`config.mk`:
```
export PLATFORM = sky130hd
export DESIGN_NAME = segx_cell
export DESIGN_NICKNAME = d
export VERILOG_FILES = /design/src/rtl/core/segx_pkg.sv /design/src/rtl/core/segx_cell.sv
export SDC_FILE = /design/constraint.sdc
export NUM_CORES = 1
export LEC_CHECK = 0
export ABC_AREA = 1
export BUFFER_PORTS_ARGS = -buffer_cell sky130_fd_sc_hd__buf_2
export CORE_MARGIN = 2
export CORE_UTILIZATION = 40
export CTS_CLUSTER_SIZE = 10
export DETAILED_ROUTE_END_ITERATION = 10
export SLEW_MARGIN = 20
export SYNTH_ARGS = -nofsm -noshare
export SYNTH_HDL_FRONTEND = slang
export SYNTH_SLANG_ARGS = --single-unit
```
`constraint.sdc`:
```
create_clock -name aclk -period 3.3 [get_ports aclk]
set_input_delay 0.66 -clock aclk [delete_from_list [all_inputs] [get_ports aclk]]
set_output_delay 0.66 -clock aclk [all_outputs]
set_load 0.02 [all_outputs]
```
`src/rtl/core/segx_pkg.sv`:
```
// Shared constant and control type for the segment intersection block.
package segx_pkg;

    localparam int COORD_BITS_DEF = 16;

    // Control that rides along each divider cell.
    typedef struct packed {
        logic valid;
        logic hit;
        logic neg_x;
        logic neg_y;
    } segx_ctl_t;

endpackage

```
`src/rtl/core/segx_cell.sv`:
```
// One restoring-division cell: settles one quotient bit for both coordinates.
module segx_cell
    import segx_pkg::*;
#(
    parameter int COORD_BITS = COORD_BITS_DEF,
    parameter int SHIFT      = 0
) (
    input  logic                        aclk,
    input  logic                        aresetn,
    input  logic                        en,
    input  segx_ctl_t                   ctl_in,
    input  logic [COORD_BITS-1:0]       px_in,
    input  logic [COORD_BITS-1:0]       py_in,
    input  logic [2*COORD_BITS+1:0]     dv_in,
    input  logic [3*COORD_BITS+2:0]     rem_x_in,
    input  logic [3*COORD_BITS+2:0]     rem_y_in,
    input  logic [COORD_BITS:0]         q_x_in,
    input  logic [COORD_BITS:0]         q_y_in,
    output segx_ctl_t                   ctl_out,
    output logic [COORD_BITS-1:0]       px_out,
    output logic [COORD_BITS-1:0]       py_out,
    output logic [2*COORD_BITS+1:0]     dv_out,
    output logic [3*COORD_BITS+2:0]     rem_x_out,
    output logic [3*COORD_BITS+2:0]     rem_y_out,
    output logic [COORD_BITS:0]         q_x_out,
    output logic [COORD_BITS:0]         q_y_out
);

    localparam int NUMW = 3*COORD_BITS + 3;

    logic [NUMW-1:0] dsh;
    logic            ge_x;
    logic            ge_y;
    segx_ctl_t       ctl_reg;

    assign dsh  = NUMW'(dv_in) << SHIFT;
    assign ge_x = rem_x_in >= dsh;
    assign ge_y = rem_y_in >= dsh;

    always_ff @(posedge aclk) begin
        if (!aresetn) begin
            ctl_reg <= '0;
        end else if (en) begin
            ctl_reg <= ctl_in;
        end
    end

    always_ff @(posedge aclk) begin
        if (en) begin
            px_out    <= px_in;
            py_out    <= py_in;
            dv_out    <= dv_in;
            rem_x_out <= ge_x ? rem_x_in - dsh : rem_x_in;
            rem_y_out <= ge_y ? rem_y_in - dsh : rem_y_in;
            q_x_out   <= {q_x_in[COORD_BITS-1:0], ge_x};
            q_y_out   <= {q_y_in[COORD_BITS-1:0], ge_y};
        end
    end

    assign ctl_out = ctl_reg;

endmodule

```
* Yosys cells after proc, flatten, opt, wreduce, memory -nomap -nowiden
Index checks and enable logic that the tools add are counted.
** Storage, ports and cells
- Register bits :: 206
- Bits of input ports :: 209
- Output and inout bits :: 206
- Word-level logic and storage cells :: 17
** Cells by class
- Add/sub/neg operators :: 2
- Order comparisons :: 2
- Multiplexer cells :: 2
** Operators with widths (count)
- >= comparator 51 x 34 -> 1 bit :: 2
- two-way mux 51 bit :: 2
- subtractor 51 x 34 -> 51 bit :: 2

* Depth between registers and ports, before layout
Gate-level depths: netlist of run 1.
- Word-level depth :: 2
- Gate-level depth with buffers :: 17
- Depth with buffers taken out :: 16

* Worst setup path before layout of run 1
OpenSTA, ideal clock, no wires.
- Path type :: input -> register
- Start point :: in dv_in[2]
- End point :: reg rem_y_out[2] (data pin)
- Setup time :: 0.257 ns
- Data arrival time :: 2.249 ns
- Data required time :: 3.043 ns
- Path slack :: 0.794 ns
- Stages on the path :: 13
- Buffers on the path :: 3
- Cell sequence :: inv_1 ha_1 buf_2 or2_1 and2_4 nand2_1 nand3_2 nand2_4 nand2_8 inv_4 buf_6 buf_6 o21ai_2
** Between the ends
- Longest elaborated chain between the ends :: 2
- Elaborated cells between the ends (all ways) :: 3
- Those cells by class :: 1 x add/sub; 1 x order compare; 1 x mux
** RTL lines
- from (decl) :: line segx_cell.sv:14 : input logic [2*COORD_BITS+1:0] dv_in,
- subtractor 51 x 34 -> 51 bit or >= comparator 51 x 34 -> 1 bit (tied branches) :: line segx_cell.sv:54, segx_cell.sv:38
- two-way mux 51 bit * :: line segx_cell.sv:54 : rem_y_out <= ge_y ? rem_y_in - dsh : rem_y_in;
- to (signal assigned) :: line segx_cell.sv:54
- to (decl) :: line segx_cell.sv:24 : output logic [3*COORD_BITS+2:0] rem_y_out,
Mark *: on every way between the ends. The rest lies on a longest branch, timed or not.
A chain may end at the register's enable or synchronous reset.

* Worst setup path after layout of run 1
- Start point :: in dv_in[31]
- End point :: reg rem_x_out[3] (data pin)
** Between the ends
- Longest elaborated chain between the ends :: 2
** RTL lines
- >= comparator 51 x 34 -> 1 bit :: line segx_cell.sv:37 : assign ge_x = rem_x_in >= dsh;
- two-way mux 51 bit :: line segx_cell.sv:53 : rem_x_out <= ge_x ? rem_x_in - dsh : rem_x_in;
- to (signal assigned) :: line segx_cell.sv:53
- to (decl) :: line segx_cell.sv:23 : output logic [3*COORD_BITS+2:0] rem_x_out,
No other way between the ends.

==> results of run 1 <==
## worst reg2reg max path: stages, from the launching register on
cell	delay [ps]
dfxtp_1	310
o21ai_0	150
nor2_1	70
## cells in the final DEF, fill, tap and decap left out, types with 19 or more instances in the layout
| master | instances |
|---|---|
| edfxtp_1 | 202 |
| ha_1 | 68 |
| nand4_1 | 43 |
| nor2_2 | 19 |
| inv_2 | 25 |
| a21oi_1 | 42 |
| nor3_1 | 20 |
| buf_2 | 411 |
| clkbuf_16 | 26 |
| a21oi_2 | 28 |
| o21ai_1 | 31 |
| inv_1 | 375 |
| nand3_1 | 98 |
| nand2_1 | 792 |
| nor2_1 | 178 |
| xnor2_1 | 37 |
## registers in the layout (all words and copies together), names as in the netlist
name       flops
ctl_out        4
dv_out        34
px_out        16
py_out        16
q_x_out       17
q_y_out       17
rem_x_out     51
rem_y_out     51
## area by class of cell
type	count	area [µm²]	area share (%)
tap	468	586	3.14
antenna	2	5.00	0.0269
clock buffer	39	709	3.81
sequential	206	6150	33.0
timing repair buffer	438	2380	12.8
clock inverter	6	66.3	0.356
multi-input combinational	1457	7210	38.7
inverter	404	1520	8.16
## layer usage
metal	vias up	track usage [%]
met5	-	0
met4	0	8.99
met3	90	3.20
met2	455	48.1
met1	6554	34.7
li1	7451	-
## worst max-delay path by stage
stage	start	endpoint	slack, ps	cells after the start
6_report	dv_in[31]	rem_x_out[3]	700	14
5_1_grt	dv_in[7]	rem_y_out[3]	620	15
4_1_cts	dv_in[31]	rem_x_out[3]	770	14
3_5_place_dp	dv_in[31]	rem_x_out[3]	190	14
3_3_place_gp	dv_in[9]	rem_y_out[7]	220	15
2_1_floorplan	dv_in[2]	rem_y_out[2]	790	13
## cells by family after synthesis
family                     after synthesis  synth area share, %
adders and majority gates               70                 5.93
buffers and inverters                  421                 11.0
DFF                                    206                 40.9
AOI/OAI and AO/OA                      130                 5.37
and+or+nand+nor                       1209                 33.9
xor gates and xnor gates                48                 2.80
## per-stage QoR
stage / area [µm²] / hold slack, ps / setup slack, ps / total power (µW)
after global routing: 18600 / 259 / 619 / 8640
after CTS: 18600 / 253 / 768 / 8330
after detailed placement: 17800 / 499 / 193 / 5660
final: 18600 / 289 / 702 / 8240
after global placement: 17800 / 474 / 223 / 5640
after floorplan: 15000 / 590 / 794 / 4740
## power groups by stage
stage                     Combinational (µW)  Sequential [µW]  Clock, µW
after global placement                  2300             3340          0
after CTS                               2330             3300       2710
final                                   2320             3290       2620
after global routing                    2540             3320       2790
after detailed placement                2320             3350          0
after floorplan                         1030             3710          0
==> flow_summary.yaml, run 1 <==
status:
  outcome: "completed"
global_routing:
  grtUsageTotal_pct: 27.3
  grt_max_degree: 76
  grt_pass1_vias: 14181
  overflow: 0
  antenna_found_initial: 1
  grt_pass1_wl_mm: 80.6
critical_path:
  crit_type: "primary input to flip-flop"
  startpoint_type: "primary input"
  required_ps: 3580
  critPathMaxFanout: 35
  end_kind: "flip-flop"
  crit_family: "buffers and inverters"
  slowest_delay_ps: 360
  worstRegToRegCells: 2
  r2r_slack_ps: 2670
  regToRegStartpoint: "ctl_out[3]"
  cp_num_buf_inv: 6
  slowest_stage: "ha_1"
  rr_endpoint: "ctl_out[3]"
  crit_chain: "buf_2, inv_1, ha_1, nand2_1, inv_2, nand2_1, nor2_4, nand2_1, clkinv_1, nand4_2, nand3_4, inv_2, buf_12, o21ai_1"
  cp_common_cell: "nand2_1"
  cp_data_arrival_time_ps: 2880
floorplanning:
  die_area_mm2: 0.0391
  coreArea_mm2: 0.0368
  die_h_um: 198
  die_w_um: 198
  num_rows: 70
  start_util_pct: 40.8
  io_pins: 415
clock_network:
  postCtsHoldBufs: 0
  clk_latency_ps: 540
  cts_buffer_depth: 3
  cts_resized: 0
  cts_buffers: 26
  clockRootBuffer: "clkbuf_16"
  h-tree-depth: 1
  cts_tree: "built"
  clk_pin_slew_ps: 50
  cts_setup_buffers: 0
  clock-sinks: 206
route:
  first_pass_iters: 7
  post_drt_via_cell_ratio: 4.82
  vias: 14550
  dr_wl_met3_mm: 2.95
  drtIter0Drc: 844
  antenna_left: 0
  post-route-drc-count: 0
  routedWlPerCell_um: 17.9
  m1WireLength_mm: 22.9
  routed.top_layer: "met4"
  wl_mm: 54.0
  met2_wirelength_mm: 26.5
placed_design:
  place_congestion: 0.996
  io_buffers: 412
  dp.cells: 2973
  dp_hpwl_mm: 46.0
power:
  p_clk_share_pct: 31.9
  p_sw_share_pct: 33.0
  p_leak_uw: 0.00950
  sequentialPowerShare_pct: 40.0
  cell_internal_pwr_uw: 5520
  power-per-cell-area_mw_per_mm2: 442
  combPwrFrac_pct: 28.2
  peakVddDrop_mv: 0.349
  switchingPower_uw: 2720
layout:
  final_cells: 3020
  nFillCells: 3703
  nets: 2812
  post-route-util_pct: 50.6
  drive_gt1_share_pct: 23.3
  area_delta_synth_final_pct: 24.0
timing:
  finalSetupTns_ps: 0
  max_slew_margin_pct: 53.9
  rsz0062_at_grt: "false"
  period_needed_ps: 2600
  clock.fmax_mhz: 385
  skew_ps: 0
  tightest_slew_ps: 691
  report.final.slew_viol_count: 0
  hold_viol: 0
  setup_viol: 0
  final.period_utilization_pct: 78.7
logic_synthesis:
  synth_top_area_cell: "edfxtp_1"
  synth_nets: 2363
  synth_edf_count: 202
  synth_top_area_share_pct: 40.4
  syn_avg_cell_area_um2: 7.20
  async_reset_ff_share_pct: 0
  yosysMostFrequentCell: "nand2_1"
  synth_area_mm2: 0.0150
  synth-seq-cells: 206
  synthTopCellsByArea: "edfxtp_1, nand2_1, inv_1, ha_1, nor2_1"
  yosys_warnings: 0
  synthesis.instances: 2084
  netlist_top_cells_count: "nand2_1, inv_1, edfxtp_1, nor2_1, nand3_1"
  synth_cell_types: 40
  ys_seq_area_share_pct: 40.9
  yosys_most_used_dff: "edfxtp_1"
job:
  maxCapViolCount: 0
min_path:
  whs_path_depth: 1
  min_to: "py_out[2]"
  hp-start: "py_in[2]"
  hp-class: "primary input to flip-flop"
(Power assumes the default switching activity.)
==> run 2: changes to the inputs <==
- ABC_AREA: 1 -> 0
- PLACE_DENSITY: default -> 0.69
- clock period: 3.3 -> 2.3 ns (I/O delays scaled with it)
==> run 2 against run 1 <==
The run now ends with negative setup slack left. Final area rose by 17%. Sequential cell count unchanged. Critical path depth down 3. Worst hold slack got worse by 190 ps. Sequential power rose by 44%. Synthesized cell count is 45% lower. Via count is 12% lower. Count of clock-buffer cells in the layout decreased by 1. Clock skew did not move. Non-clock buffer count is 437 higher. Combinational power up 92%. Largest cell class unchanged. Largest power group unchanged.
==> flow_summary.yaml, run 2 <==
status:
  outcome: "finished, violations left"
  violations: "negative setup slack"
critical_path:
  cp_common_cell: "o21a_1"
  cp.depth: 11
  end_kind: "flip-flop"
  critPathMaxFanout: 3
  slowest_delay_ps: 550
  slowest_stage: "or4b_4"
  crit_chain: "buf_2, ha_4, a21o_1, a21oi_2, o211ai_1, a221o_1, o21a_1, o21a_1, or4b_4, nor3_4, xor2_1"
  crit_family: "compound AO/OA/AOI/OAI gates"
  worstRegToRegCells: 2
  startpoint_type: "primary input"
  cp_data_arrival_time_ps: 3010
  cp_num_buf_inv: 1
  crit_type: "primary input to flip-flop"
  required_ps: 2580
logic_synthesis:
  syn_avg_cell_area_um2: 10.6
  synth_cell_types: 74
  synth_area_mm2: 0.0120
  yosysMostFrequentCell: "edfxtp_1"
  async_reset_ff_share_pct: 0
  synthTopCellsByArea: "edfxtp_1, ha_1, a21oi_1, xnor2_1, nor2_1"
  ys_seq_area_share_pct: 51.2
  synth_nets: 1417
  yosys_most_used_dff: "edfxtp_1"
  synth-seq-cells: 206
  synth_top_area_share_pct: 50.5
  synth_edf_count: 202
  synthesis.instances: 1138
  netlist_top_cells_count: "edfxtp_1, a21oi_1, nor2_1, nand2_1, ha_1"
  yosys_warnings: 0
  synth_top_area_cell: "edfxtp_1"
route:
  first_pass_iters: 5
  vias: 12866
  met2_wirelength_mm: 24.7
  antenna_left: 0
  m1WireLength_mm: 18.8
  post_drt_via_cell_ratio: 5.34
  routed.top_layer: "met5"
  routedWlPerCell_um: 20.4
  dr_wl_met3_mm: 3.45
  wl_mm: 49.0
  drtIter0Drc: 790
  post-route-drc-count: 0
timing:
  finalSetupTns_ps: -27540
  setup_viol: 99
  hold_viol: 0
  report.final.slew_viol_count: 0
  clock.fmax_mhz: 367
  whs_ps: 95.1
  tightest_slew_ps: 947
  max_slew_margin_pct: 35.2
  skew_ps: 0
  period_needed_ps: 2730
  setup_ws_ps: -428
  final.period_utilization_pct: 119
  rsz0062_at_grt: "true"
placed_design:
  dp_hpwl_mm: 36.3
  io_buffers: 412
  dp_slack_ps: -1120
  place_congestion: 0.934
layout:
  final_common_cell: "buf_4"
  drive_gt1_share_pct: 62.3
  area_delta_synth_final_pct: 82.0
  final_cell_mix: "buf_4, buf_2, edfxtp_1, nand2_1, a21oi_1"
  nets: 2277
  reg_top3: "rem_x_out: 51 flops, rem_y_out: 51 flops, dv_out: 34 flops"
clock_network:
  cts_buffer_depth: 3
  clock-sinks: 206
  clk_pin_slew_ps: 60
  clk_latency_ps: 530
  h-tree-depth: 1
  clockRootBuffer: "clkbuf_16"
  cts_tree: "built"
  cts_buffers: 25
floorplanning:
  num_rows: 63
  die_h_um: 177
  die_w_um: 177
  die_area_mm2: 0.0314
  coreArea_mm2: 0.0296
  io_pins: 415
  start_util_pct: 40.6
power:
  peakVddDrop_mv: 0.565
  p_sw_share_pct: 31.7
  p_clk_share_pct: 28.0
  cell_internal_pwr_uw: 8720
  p_leak_uw: 0.00937
  sequentialPowerShare_pct: 37.1
  power-per-cell-area_mw_per_mm2: 584
  combPwrFrac_pct: 34.8
  switchingPower_uw: 4040
  p_total_uw: 12800
global_routing:
  grt_pass1_wl_mm: 70.8
  grt_pass1_vias: 12961
  grt_max_degree: 53
  grtUsageTotal_pct: 29.2
  antenna_found_initial: 7
  overflow: 0
min_path:
  whs_path_depth: 1
  hp-class: "primary input to flip-flop"
job:
  maxCapViolCount: 0
run 2: cell types whose count changed after synthesis, sizes merged, moves of 16 or more:
cell	previous run	this run
a21o	0	31
a21oi	70	134
clkbuf	2	25
inv	401	55
nand2	811	90
nand3	101	27
nand4	44	19
nor2	205	109
nor4	0	16
xor2	11	40
run 2: layer usage:
metal  GRT usage, %  vias to the layer above
li1               -                     5985
met1           35.1                     6201
met2           52.3                      556
met3           5.37                      120
met4           10.0                        4
met5              0                        -
run 2: cells by family after synthesis:
family,count (synthesis),synth area share [%]
and+or+nand+nor,353,14.5
AOI/OAI and AO/OA,310,16.0
DFF,206,51.2
buffers and inverters,98,3.42
xor gates and xnor gates,91,6.64
adders and majority gates,70,7.42
muxes,10,0.917
run 2: final cells by class:
class	instances	area, µm²
fillers	2027	7710
repair buffers	875	6320
clock inverters	5	36.3
inverters	56	322
well taps	390	488
multi-input cells	834	7830
clock buffers	38	694
diodes	4	10.0
flip-flops and latches	206	6150
run 2: worst paths after layout:
check / startpoint / slack, ps / to
worst min-delay path: px_in[3] / 100 / px_out[3]
worst max-delay path: rem_x_in[17] / -430 / rem_x_out[50]
worst max register to register: ctl_out[2] / 1680 / ctl_out[2]
worst min register to register: ctl_out[0] / 520 / ctl_out[0]
run 2: worst register-to-register path: cells and delay by family (launching register included):
family	cells	cell delay, ps
flops	1	320
mux	1	130
simple gates	1	60
run 2: repair_timing:
item / 4_1_cts / 5_1_grt
pin swaps: 102 / 97
hold buffers: 0 / 0
setup endpoints to repair: 101 / 104
cloned: 10 / 0
gates resized for setup: 294 / 192
buffers inserted: 51 / 50
run 2: power by group through the flow:
stage	sequential (µW)	clock [µW]	combinational (µW)
after floorplan	5340	0	1390
after global placement	4810	0	3700
final	4740	3580	4450
after detailed placement	4810	0	3730
after CTS	4740	3670	4060
after global routing	4780	3800	4710
run 2: stage by stage:
| stage | utilization [%] | area (µm²) | std cells |
|---|---|---|---|
| final | 73.9 | 21800 | 2408 |
| after global routing | 73.9 | 21800 | 2405 |
| after CTS | 69.7 | 20600 | 2366 |
| after detailed placement | 60.9 | 18000 | 2267 |
| after global placement | 60.9 | 18000 | 2267 |
| after floorplan | - | 13000 | 1138 |
